--- src/hdl/ctd_pkg.sv ---
// ----------------------------------------------------------------------------
// ctd_pkg
// Shared types and constants for the certificate table deframer.
// ----------------------------------------------------------------------------
package ctd_pkg;

  localparam int unsigned WORD_W    = 32;
  localparam int unsigned BYTE_W    = 8;
  localparam int unsigned REV_W     = 16;
  localparam int unsigned HDR_BYTES = 8;
  localparam int unsigned HCNT_W    = $clog2(HDR_BYTES);
  localparam int unsigned PAD_W     = $clog2(HDR_BYTES);

  localparam logic [REV_W-1:0] REV_2_0 = 16'h0200;

  typedef enum logic [1:0] {
    PH_HEADER,
    PH_PAYLOAD,
    PH_PAD
  } phase_t;

  typedef struct packed {
    logic              payload_valid;
    logic [BYTE_W-1:0] payload_byte;
    logic              cert_first;
    logic              cert_last;
    logic [WORD_W-1:0] cert_length;
    logic              table_done;
    logic              format_error;
  } result_t;

  typedef struct packed {
    logic ended;
    logic error;
  } parse_status_t;

endpackage

--- src/hdl/ctd_if.sv ---
// ----------------------------------------------------------------------------
// ctd_if
// Valid/ready channels for table bytes in and deframed results out.
// ----------------------------------------------------------------------------
interface ctd_in_if;
  logic       valid;
  logic       ready;
  logic [7:0] data_byte;

  modport source (output valid, output data_byte, input ready);
  modport sink (input valid, input data_byte, output ready);
endinterface

interface ctd_out_if;
  logic        valid;
  logic        ready;
  logic        payload_valid;
  logic [7:0]  payload_byte;
  logic        cert_first;
  logic        cert_last;
  logic [31:0] cert_length;
  logic        table_done;
  logic        format_error;

  modport source (
    output valid, output payload_valid, output payload_byte, output cert_first,
    output cert_last, output cert_length, output table_done, output format_error,
    input ready
  );
  modport sink (
    input valid, input payload_valid, input payload_byte, input cert_first,
    input cert_last, input cert_length, input table_done, input format_error,
    output ready
  );
endinterface

--- src/hdl/ctd_parser.sv ---
// ----------------------------------------------------------------------------
// ctd_parser
// Parse state and combinational step logic: header gather, payload, padding.
// ----------------------------------------------------------------------------
module ctd_parser (
  input  logic                          clk,
  input  logic                          rst,
  input  logic                          step,
  input  logic [7:0]                    data_byte,
  input  logic [31:0]                   table_size,
  output ctd_pkg::result_t              result,
  output ctd_pkg::parse_status_t        status
);
  import ctd_pkg::*;

  logic [WORD_W-1:0] byte_offset, byte_offset_next;
  phase_t            phase, phase_next;
  logic [WORD_W-1:0] hdr_len, hdr_len_next;
  logic [REV_W-1:0]  hdr_rev, hdr_rev_next;
  logic [HCNT_W-1:0] header_count, header_count_next;
  logic [WORD_W-1:0] bytes_left, bytes_left_next;
  logic [WORD_W-1:0] cert_len, cert_len_next;
  logic              entry_accepted, entry_accepted_next;
  logic              ended_flag, ended_flag_next;
  logic              error_flag, error_flag_next;

  logic              off_max;
  logic [WORD_W-1:0] off_inc;
  logic [WORD_W-1:0] left_after;
  logic [PAD_W-1:0]  pad;
  logic [WORD_W-1:0] plen;

  assign off_max    = &byte_offset;
  assign off_inc    = byte_offset + WORD_W'(1);
  assign left_after = (bytes_left != '0) ? bytes_left - WORD_W'(1) : '0;
  // padding to the next 8-byte boundary after this byte: -(offset + 1) mod 8
  assign pad        = ~byte_offset[PAD_W-1:0];
  assign plen       = hdr_len - WORD_W'(HDR_BYTES);

  always_comb begin
    byte_offset_next    = byte_offset;
    phase_next          = phase;
    hdr_len_next        = hdr_len;
    hdr_rev_next        = hdr_rev;
    header_count_next   = header_count;
    bytes_left_next     = bytes_left;
    cert_len_next       = cert_len;
    entry_accepted_next = entry_accepted;
    ended_flag_next     = ended_flag;
    error_flag_next     = error_flag;
    result              = '0;

    if (!ended_flag) begin
      priority if (phase == PH_PAYLOAD) begin
        if (entry_accepted && bytes_left != '0) begin
          result.payload_valid = 1'b1;
          result.payload_byte  = data_byte;
          result.cert_first    = (bytes_left == cert_len);
          result.cert_last     = (bytes_left == WORD_W'(1));
          result.cert_length   = cert_len;
        end
        bytes_left_next = left_after;
        if (off_max) ended_flag_next = 1'b1;
        else byte_offset_next = off_inc;
        if (left_after == '0 && !off_max) begin
          if (pad != '0) begin
            phase_next      = PH_PAD;
            bytes_left_next = WORD_W'(pad);
          end else begin
            phase_next = PH_HEADER;
          end
        end
      end else if (phase == PH_PAD) begin
        bytes_left_next = left_after;
        if (off_max) ended_flag_next = 1'b1;
        else byte_offset_next = off_inc;
        if (left_after == '0) phase_next = PH_HEADER;
      end else begin
        // header phase; the unused phase code lands here as well
        phase_next = PH_HEADER;
        if (header_count == '0 &&
            ({1'b0, byte_offset} + (WORD_W+1)'(HDR_BYTES) >= {1'b0, table_size})) begin
          ended_flag_next = 1'b1;
        end else begin
          if (!header_count[HCNT_W-1]) begin
            hdr_len_next[{header_count[1:0], 3'b000} +: BYTE_W] = data_byte;
          end else if (header_count[1] == 1'b0) begin
            hdr_rev_next[{header_count[0], 3'b000} +: BYTE_W] = data_byte;
          end
          header_count_next = header_count + HCNT_W'(1);
          if (off_max) ended_flag_next = 1'b1;
          else byte_offset_next = off_inc;
          // length is complete by the last header beat
          if (header_count == HCNT_W'(HDR_BYTES - 1) && !off_max) begin
            if (hdr_len < WORD_W'(HDR_BYTES)) begin
              error_flag_next = 1'b1;
              ended_flag_next = 1'b1;
            end else if ({2'b00, off_inc} + {2'b00, plen} > {2'b00, table_size}) begin
              ended_flag_next = 1'b1;
            end else if (plen != '0) begin
              phase_next          = PH_PAYLOAD;
              bytes_left_next     = plen;
              cert_len_next       = plen;
              entry_accepted_next = (hdr_rev == REV_2_0);
            end
          end
        end
      end
    end

    result.table_done   = ended_flag_next;
    result.format_error = error_flag_next;
  end

  always_ff @(posedge clk) begin
    if (rst) begin
      byte_offset    <= '0;
      phase          <= PH_HEADER;
      hdr_len        <= '0;
      hdr_rev        <= '0;
      header_count   <= '0;
      bytes_left     <= '0;
      cert_len       <= '0;
      entry_accepted <= 1'b0;
      ended_flag     <= 1'b0;
      error_flag     <= 1'b0;
    end else if (step) begin
      byte_offset    <= byte_offset_next;
      phase          <= phase_next;
      hdr_len        <= hdr_len_next;
      hdr_rev        <= hdr_rev_next;
      header_count   <= header_count_next;
      bytes_left     <= bytes_left_next;
      cert_len       <= cert_len_next;
      entry_accepted <= entry_accepted_next;
      ended_flag     <= ended_flag_next;
      error_flag     <= error_flag_next;
    end
  end

  assign status.ended = ended_flag;
  assign status.error = error_flag;

endmodule

--- src/hdl/ctd_out_reg.sv ---
// ----------------------------------------------------------------------------
// ctd_out_reg
// Result register with valid/ready hold toward the receiver.
// ----------------------------------------------------------------------------
module ctd_out_reg (
  input  logic              clk,
  input  logic              rst,
  input  logic              load,
  input  ctd_pkg::result_t  d,
  input  logic              ready,
  output logic              valid,
  output ctd_pkg::result_t  q
);
  import ctd_pkg::*;

  always_ff @(posedge clk) begin
    if (rst) begin
      valid <= 1'b0;
    end else if (load) begin
      valid <= 1'b1;
    end else if (ready) begin
      valid <= 1'b0;
    end
  end

  always_ff @(posedge clk) begin
    if (load) begin
      q <= d;
    end
  end

endmodule

--- src/hdl/cert_table_deframer_core.sv ---
// ----------------------------------------------------------------------------
// cert_table_deframer_core
// Walks a certificate table one byte per beat and passes out payload bytes.
// ----------------------------------------------------------------------------
// Usage: set table_size through cfg_wr_en/cfg_wr_data while idle, then stream
// the table on in_ch, one byte per beat. Every input beat yields exactly one
// beat on out_ch carrying payload_valid/payload_byte with first/last marks,
// the certificate payload length, and the table_done and format_error flags.
// Bytes after table end still yield a beat, with the payload fields idle.
// Path: a byte accepted on in_ch passes the input register, then the result
// register, on its way to out_ch.
// Throughput: one byte per cycle while out_ch.ready is high; each byte is a
// single pass of compare, add and shift logic between the two registers.
// Stall: the result register holds while out_ch.ready is low, and the input
// register still takes one more byte; in_ch.ready drops only when both hold.
// Reset: rst is synchronous; it clears the parse state, the flags,
// table_size and the valid flags of both registers; their data is not reset.
// ----------------------------------------------------------------------------
module cert_table_deframer_core (
  input  logic             clk,
  input  logic             rst,
  input  logic             cfg_wr_en,
  input  logic [31:0]      cfg_wr_data,
  ctd_in_if.sink           in_ch,
  ctd_out_if.source        out_ch
);
  import ctd_pkg::*;

  logic [WORD_W-1:0] table_size;
  logic              in_full;
  logic [BYTE_W-1:0] in_byte;
  logic              step;
  logic              out_valid;
  result_t           step_result;
  result_t           out_q;
  parse_status_t     status;

  always_ff @(posedge clk) begin
    if (rst) begin
      table_size <= '0;
    end else if (cfg_wr_en) begin
      table_size <= cfg_wr_data;
    end
  end

  assign step        = in_full && (!out_valid || out_ch.ready);
  assign in_ch.ready = !in_full || step;

  always_ff @(posedge clk) begin
    if (rst) begin
      in_full <= 1'b0;
    end else if (in_ch.valid && in_ch.ready) begin
      in_full <= 1'b1;
    end else if (step) begin
      in_full <= 1'b0;
    end
  end

  always_ff @(posedge clk) begin
    if (in_ch.valid && in_ch.ready) begin
      in_byte <= in_ch.data_byte;
    end
  end

  ctd_parser u_parser (
    .clk        (clk),
    .rst        (rst),
    .step       (step),
    .data_byte  (in_byte),
    .table_size (table_size),
    .result     (step_result),
    .status     (status)
  );

  ctd_out_reg u_out_reg (
    .clk   (clk),
    .rst   (rst),
    .load  (step),
    .d     (step_result),
    .ready (out_ch.ready),
    .valid (out_valid),
    .q     (out_q)
  );

  assign out_ch.valid         = out_valid;
  assign out_ch.payload_valid = out_q.payload_valid;
  assign out_ch.payload_byte  = out_q.payload_byte;
  assign out_ch.cert_first    = out_q.cert_first;
  assign out_ch.cert_last     = out_q.cert_last;
  assign out_ch.cert_length   = out_q.cert_length;
  assign out_ch.table_done    = out_q.table_done;
  assign out_ch.format_error  = out_q.format_error;

  // a format error always ends the table
  a_error_ends: assert property (@(posedge clk) disable iff (rst)
    status.error |-> status.ended)
    else $error("format error without table end");

  a_error_sticky: assert property (@(posedge clk) disable iff (rst)
    status.error |=> status.error)
    else $error("format error flag cleared");

  a_single_byte_cert: assert property (@(posedge clk) disable iff (rst)
    (out_ch.valid && out_ch.cert_first && out_ch.cert_last) |->
      (out_ch.cert_length == 32'd1))
    else $error("first and last on one beat with length other than one");

  a_marks_need_payload: assert property (@(posedge clk) disable iff (rst)
    (out_ch.valid && !out_ch.payload_valid) |->
      (!out_ch.cert_first && !out_ch.cert_last && out_ch.cert_length == 32'd0))
    else $error("certificate marks on a non-payload beat");

endmodule

--- src/flat_wrapper.sv ---
// flat-port wrapper written by rule: the top's interface ports become plain ports
module cert_table_deframer_core_flat import ctd_pkg::*;
  (clk, rst, cfg_wr_en, cfg_wr_data, in_ch_valid, in_ch_data_byte, in_ch_ready, out_ch_valid, out_ch_payload_valid, out_ch_payload_byte, out_ch_cert_first, out_ch_cert_last, out_ch_cert_length, out_ch_table_done, out_ch_format_error, out_ch_ready);
  ctd_in_if in_ch_i ();
  ctd_out_if out_ch_i ();
  input  logic clk;
  input  logic rst;
  input  logic cfg_wr_en;
  input  logic [31:0] cfg_wr_data;
  input wire logic [$bits(in_ch_i.valid)-1:0] in_ch_valid;
  input wire logic [$bits(in_ch_i.data_byte)-1:0] in_ch_data_byte;
  output wire logic [$bits(in_ch_i.ready)-1:0] in_ch_ready;
  output wire logic [$bits(out_ch_i.valid)-1:0] out_ch_valid;
  output wire logic [$bits(out_ch_i.payload_valid)-1:0] out_ch_payload_valid;
  output wire logic [$bits(out_ch_i.payload_byte)-1:0] out_ch_payload_byte;
  output wire logic [$bits(out_ch_i.cert_first)-1:0] out_ch_cert_first;
  output wire logic [$bits(out_ch_i.cert_last)-1:0] out_ch_cert_last;
  output wire logic [$bits(out_ch_i.cert_length)-1:0] out_ch_cert_length;
  output wire logic [$bits(out_ch_i.table_done)-1:0] out_ch_table_done;
  output wire logic [$bits(out_ch_i.format_error)-1:0] out_ch_format_error;
  input wire logic [$bits(out_ch_i.ready)-1:0] out_ch_ready;
  assign in_ch_i.valid = in_ch_valid;
  assign in_ch_i.data_byte = in_ch_data_byte;
  assign in_ch_ready = in_ch_i.ready;
  assign out_ch_valid = out_ch_i.valid;
  assign out_ch_payload_valid = out_ch_i.payload_valid;
  assign out_ch_payload_byte = out_ch_i.payload_byte;
  assign out_ch_cert_first = out_ch_i.cert_first;
  assign out_ch_cert_last = out_ch_i.cert_last;
  assign out_ch_cert_length = out_ch_i.cert_length;
  assign out_ch_table_done = out_ch_i.table_done;
  assign out_ch_format_error = out_ch_i.format_error;
  assign out_ch_i.ready = out_ch_ready;
  cert_table_deframer_core u_core (.clk(clk), .rst(rst), .cfg_wr_en(cfg_wr_en), .cfg_wr_data(cfg_wr_data), .in_ch(in_ch_i), .out_ch(out_ch_i));
endmodule
--- config.mk ---
export PLATFORM = sky130hd
export DESIGN_NAME = cert_table_deframer_core_flat
export DESIGN_NICKNAME = d
export VERILOG_FILES = /design/src/hdl/ctd_pkg.sv /design/src/hdl/ctd_if.sv /design/src/hdl/ctd_parser.sv /design/src/hdl/ctd_out_reg.sv /design/src/hdl/cert_table_deframer_core.sv /design/src/flat_wrapper.sv
export SDC_FILE = /design/constraint.sdc
export NUM_CORES = 1
export LEC_CHECK = 0
export ABC_AREA = 1
export ABC_CLOCK_PERIOD_IN_PS = 5440
export BUFFER_PORTS_ARGS = -buffer_cell sky130_fd_sc_hd__buf_2
export CAP_MARGIN = 20
export CORE_UTILIZATION = 63
export CTS_CLUSTER_DIAMETER = 100
export DETAILED_ROUTE_END_ITERATION = 16
export GPL_ROUTABILITY_DRIVEN = 0
export PLACE_DENSITY_LB_ADDON = 0.08
export SETUP_SLACK_MARGIN = 0.4
export SLEW_MARGIN = 20
export SYNTH_ARGS = -nofsm -noshare
export SYNTH_HDL_FRONTEND = slang
export SYNTH_SLANG_ARGS = --single-unit
--- constraint.sdc ---
create_clock -name clk -period 5.44 [get_ports clk]
set_input_delay 0.544 -clock clk [delete_from_list [all_inputs] [get_ports clk]]
set_output_delay 0.544 -clock clk [all_outputs]
set_load 0.05 [all_outputs]
* Word-level counts from Yosys, hierarchy flattened *
Index checks and enable logic that the tools add are counted.
W data, S select, Z words.

word-level totals
  register bits after elaboration = 239
  input bits = 45
  output and inout bits = 47
  word-level logic and storage cells = 132

cells by class
  $add $sub $neg = 8
  order comparisons = 3
  eq/ne operators = 11
  shifts and indexed selects = 4
  muxes and demuxes = 45
  bitwise operators = 10
  reduce and logical (&&, ||, !) cells = 30

operators by type and width
  cell                      number
  $mux W32                  14
  $reduce_bool A32 Y1       2
  $mux W43                  1
  $add A32 B32 Y33          1
  $add A32 B4 Y33 const B   1
  $ge A33 B32 Y1            1
  $gt A33 B32 Y1            1
  $add A32 B1 Y32 const B   1
  $bwmux W32                1
  $eq A32 B1 Y1 const B     1
  $eq A32 B32 Y1            1
  $logic_not A32 Y1         1
  $lt A32 B4 Y1 const B     1
  $reduce_and A32 Y1        1
  $shift A8 B7 Y32 const A  1
  $shiftx A8 B7 Y32         1
  $sub A32 B1 Y32 const B   1
  $sub A32 B4 Y32 const B   1
  $mux W1                   23
  $bwmux W16                1
  $eq A16 B10 Y1 const B    1
  $shift A8 B6 Y16 const A  1
  $shiftx A8 B6 Y16         1
  $reduce_and A7 Y1         2
  24 further kinds          50

* Longest topological paths before layout *
  depth after elaboration = 10
  gate-level depth with buffers = 38
  depth with buffers taken out = 37

* Hierarchy *
From an unflattened synthesis, not the netlist that was laid out.

second synthesis, totals
  cells, all modules = 2527
  area total of the unflattened synthesis = 16752.3 um^2

by module, submodules not included
  module                    times used  cells each  area an instance (um^2)  sequential area each (um^2)
  ctd_parser                1           2321        13823.3                  3042.9
  cert_table_deframer_core  1           156         1537.7                   900.9
  ctd_out_reg               1           50          1391.3                   1371.3

* Worst setup path before layout *
OpenSTA, ideal clock, no wires.

  path kind = register to register
  start point = register u_core.u_parser.byte_offset[4]
  end point = register u_core.u_parser.bytes_left[23]
  setup time = 0.115 ns
  arrival = 4.802 ns
  required time = 5.325 ns
  setup slack = 0.523 ns
  cell stages (with the launch flop) = 38
  buffers on the path = 1
  period minus slack after synthesis = 4.917 ns
  cell sequence = dfxtp_1 > ha_1 > nand2_1 > nor3_1 > inv_1 > nor2_1 > inv_1 > nor4_1 > nand2_1 > xnor2_1 > ha_1 > nand2_1 > nor2_1 > nor3b_1 > nand4_1 > nand3_1 > nand3_2 > nand2_2 > [... 2 more ...] > a21oi_1 > xnor2_1 > ha_1 > a21oi_1 > nor2_1 > a211oi_1 > nand2_1 > nand2_1 > nand2_1 > nand2_1 > nand2_1 > nand2_1 > nand3_2 > nand2_4 > buf_4 > nand3_1 > nand2_1 > nor2_1

on the way
  longest elaborated chain between the ends = 5
  elaborated cells between the ends (all ways) = 16
  classes of those cells = 3 x add/sub; 2 x order compare; 2 x eq/ne; 2 x mux; 7 x reduce/logical

RTL lines
  item                                line               source
  start: declaration                  ctd_parser.sv:16   logic [WORD_W-1:0] byte_offset, byte_offset_next;
  start signal: assignment            ctd_parser.sv:128  byte_offset <= byte_offset_next;
  $add A32 B1 Y32                     ctd_parser.sv:34   assign off_inc = byte_offset + WORD_W'(1);
  via u_core.u_parser.off_inc[17]     ctd_parser.sv:28   logic [WORD_W-1:0] off_inc;
  $add A32 B32 Y33                    ctd_parser.sv:98   end else if ({2'b00, off_inc} + {2'b00, plen} > {2'b00, table_size}) begin
  $gt A33 B32 Y1                      ctd_parser.sv:98
  $ne A3 B3 Y1 (no source line)       -
  $reduce_and A7 Y1 (no source line)  -
  end signal: assignment              ctd_parser.sv:133  bytes_left <= bytes_left_next;
  end: declaration                    ctd_parser.sv:21   logic [WORD_W-1:0] bytes_left, bytes_left_next;

The timed path passes the listed nets, and every way through them passes these cells.
A chain may end at the register's enable or synchronous reset.

* Final worst setup path *
  start point = register u_core.u_parser.byte_offset[4]
  end point = register u_core.u_parser.cert_len[5]

on the way
  longest elaborated chain between the ends = 5
  elaborated cells between the ends (all ways) = 12
  classes of those cells = 3 x add/sub; 2 x order compare; 2 x bitwise; 5 x reduce/logical

RTL lines
  item                                line               source
  $add A32 B1 Y32                     ctd_parser.sv:34
  via u_core.u_parser.off_inc[15]     ctd_parser.sv:28
  $add A32 B32 Y33                    ctd_parser.sv:98
  $gt A33 B32 Y1                      ctd_parser.sv:98
  $not A1 Y1 (no source line)         -
  $reduce_and A9 Y1 (no source line)  -
  end signal: assignment              ctd_parser.sv:134  cert_len <= cert_len_next;
  end: declaration                    ctd_parser.sv:22   logic [WORD_W-1:0] cert_len, cert_len_next;

The timed path passes the listed nets, and every way through them passes these cells.

==> impl_metrics.csv <==
group,metric,value,unit
cts,cts_root_buffer,"clkbuf_16",
run_status,outcome,"complete, but fails checks",
cells_and_area,final_area,0.0200,mm^2
cts,clkLatencyLatePin,0.56,ns
floorplan,die_area,0.0267,mm^2
synthesis,synthAdderAreaFrac,0.0857,
timing,fin_skew,0.0234,ns
setup_path,required,5.91,ns
placement,place_inst,2833,
cts,htreeDepth,1,
timing,slew_violations,0,
synthesis,synth-main-ff-cell,"dfxtp_1",
timing,setup_viol,68,
worst_hold_path,worstHoldPathType,"in2reg",
timing,rsz0062_at_grt,"yes",
synthesis,syn_nets,2564,
route,post_drt_wl_per_cell,20.1,um
setup_path,crit_path_max_incr_delay,0.38,ns
synthesis,yosys.area_share.simple,0.284,
route,drt_first_pass_iters,8,
timing,hold_slack,0.170,ns
cells_and_area,synthToLayoutAreaGrowth,22.0,%
cells_and_area,num-nets-final,2749,
route,dr_total_vias,18400,
placement,placed_area,0.0176,mm^2
setup_path,crit_slowest_cell,"dfxtp_4",
timing,hold_viol,0,
pwr,vdd_ir_drop_max,0.395,mV
route,drtIter0Drc,2890,
timing,min_period,5.74,ns
cts,clock_sinks,239,
route,routed_wl,59200,um
route,vias_per_cell,6.25,
setup_path,cp_max_fo,6,
setup_path,r2r_slack,-0.30,ns
synthesis,ys_ff_latch,239,
synthesis,synth_edf_count,53,
setup_path,arrival,6.21,ns
placement,place.port_buffers,91,
placement,pre_cts_ws,-0.159,ns
cells_and_area,final_layout_size_suffix_gt1_frac,0.178,
synthesis,synth.avg_cell_area,6.83,um^2
placement,detailed_place_hpwl,40300,um
synthesis,ys_async_sr_fraction,0,
cells_and_area,final_common_cell,"nor2_1",
setup_path,critPathKind,"reg2reg",
timing,fin_ws,-0.302,ns
synthesis,yosys.area_share.xor_xnor,0.0618,
timing,post-route-period-util,1.06,
global_routing,grt_first_pass_wirelength,85000,um
global_routing,grt_max_degree,120,
floorplan,die_w,163,um
synthesis,syn_inst,2407,
setup_path,startpoint_type,"register",
synthesis,yosysSeqAreaShare,0.323,
pwr,power.total,8170,uW
global_routing,antenna_found_initial,1,
global_routing,grt_pass1_vias,16200,
timing,max_slew_margin,0.283,
synthesis,synth_top_family_by_area,"simple AND/OR/NAND/NOR gates",
setup_path,cpMostUsedCell,"nand2_2",
pwr,p_leak,0.00911,uW
floorplan,core,0.0254,mm^2
floorplan,dieHeight,163,um
synthesis,synth_compound_gate_area_share,0.152,
route,ant_nets,0,
run_status,violations,"negative setup slack",
cells_and_area,fin_cells,2943,
synthesis,ys_warn_count,0,
synthesis,synth_mux_area_frac,0.00244,
route,drc,0,
global_routing,grt-ovfl-total,0,
cts,cts-buffers-inserted,27,
global_routing,grt_usage,0.404,
pwr,p_per_area,407,mW/mm^2
synthesis,netlist_area,0.0164,mm^2
synthesis,synth_cell_types,55,
timing,worstMarginPinSlew,1.08,ns
floorplan,rows,58,
cts,clk_pin_slew,0.07,ns
cts,cts_buffer_depth,3,
timing,fmax,174,MHz
run,max_cap_viol_count,0,
setup_path,worstSetupEndpointType,"register",
cts,cts_tree,"built",
floorplan,start_util,0.647,
floorplan,io_pins,92,
cells_and_area,final_cell_mix,"nor2_1, nand2_1, inv_1",
## kinds of logic after synthesis
kind of cell,count (synthesis)
xor+xnor,116
compound gates,468
simple gates,1096
buf+inv,372
mux,4
flops,239
fa+ha+maj,112
## flip-flops by register name, summed over array words and instances (netlist names)
name                            count
u_core.in_byte                      8
u_core.in_full                      1
u_core.table_size                  32
u_core.u_out_reg.q                 45
u_core.u_out_reg.valid              1
u_core.u_parser.byte_offset        32
u_core.u_parser.bytes_left         32
u_core.u_parser.cert_len           32
u_core.u_parser.ended_flag          1
u_core.u_parser.entry_accepted      1
u_core.u_parser.error_flag          1
u_core.u_parser.hdr_len            32
u_core.u_parser.hdr_rev            16
u_core.u_parser.header_count        3
u_core.u_parser.phase               2
## critical path, delay by kind of cell (launching register included)
family | cells | cell delay [ns]
and+or+nand+nor | 16 | 2.31
AOI/OAI and AO/OA | 6 | 1.12
adders and majority gates | 3 | 0.83
buffers and inverters | 5 | 0.57
xor gates and xnor gates | 2 | 0.42
DFF | 1 | 0.38
## cells in the mapped netlist (5+ instances only)
cell type / count / area (um^2)
nor2_1: 431 / 1620
buf_2: 16 / 80.1
a21oi_1: 223 / 1120
clkinv_1: 5 / 18.8
nand3_1: 105 / 526
ha_1: 111 / 1390
o21bai_1: 9 / 67.6
xor2_1: 94 / 823
nand2_2: 7 / 43.8
inv_2: 8 / 30.0
nor4_1: 14 / 87.6
o22ai_1: 26 / 163
xnor2_1: 22 / 193
nand2_1: 414 / 1550
nor3_1: 27 / 135
inv_1: 281 / 1050
nand4_1: 58 / 363
edfxtp_1: 53 / 1590
dfxtp_1: 186 / 3720
buf_6: 7 / 78.8
o21ai_1: 17 / 85.1
clkbuf_1: 45 / 169
nor2_2: 10 / 62.6
nand3b_1: 6 / 45.0
a31oi_1: 5 / 31.3
nand3_2: 9 / 90.1
a211oi_1: 11 / 82.6
o21ai_0: 157 / 786
## per-stage QoR
step,setup TNS [ns],util
2_1_floorplan,0,-
3_3_place_gp,0,0.693
3_5_place_dp,-5.76,0.694
4_1_cts,0,0.753
5_1_grt,-21.94,0.789
6_report,-15.75,0.789
## layout make-up
cell class | instances | area [um^2]
Fill cell | 1833 | 5360
Sequential cell | 239 | 5340
Tap cell | 330 | 413
Timing Repair Buffer | 231 | 1780
Timing Repair inverter | 1 | 7.51
Clock buffer | 39 | 795
Inverter | 295 | 1120
Multi-Input combinational cell | 1797 | 10500
Antenna cell | 1 | 2.50
Clock inverter | 10 | 110
## path summary, 6_finish.rpt
| path | start | end | depth (start not counted) |
|---|---|---|---|
| worst min-delay path | in_ch_data_byte[6] | u_core.in_byte[6]$_DFFE_PP_ | 1 |
| worst min register to register | u_core.u_parser.hdr_rev[14]$_SDFFE_PP0P_ | u_core.u_parser.hdr_rev[14]$_SDFFE_PP0P_ | 2 |
| worst max-delay path | u_core.u_parser.byte_offset[4]$_SDFFE_PP0P_ | u_core.u_parser.cert_len[5]$_SDFFE_PP0P_ | 32 |
| worst max register to register | u_core.u_parser.byte_offset[4]$_SDFFE_PP0P_ | u_core.u_parser.cert_len[5]$_SDFFE_PP0P_ | 32 |
## power breakdown
group	internal (uW)	switching [uW]	total, uW
Clock	1110	785	1900
Combinational	1540	2730	4260
Sequential	1900	101	2010
Total	4550	3610	8170
## timing repair
action / in CTS / in global routing
hold buffers: 0 / 0
resized for setup: 66 / 156
gates cloned: 3 / 6
buffers inserted: 31 / 20
pin swaps: 14 / 60
setup endpoints to repair: 68 / 142
## routing by layer
layer / global-route usage / wire (um) / share of wire / vias to the layer above
met2: 0.629 / 24800 / 0.42 / 1419
met5: 0 / 0 / 0 / -
met3: 0.0820 / 8110 / 0.14 / 389
met1: 0.533 / 21800 / 0.37 / 8278
li1: - / - / - / 8316
met4: 0.196 / 4450 / 0.075 / 0
Note: power is estimated with default switching activity, not from simulation.
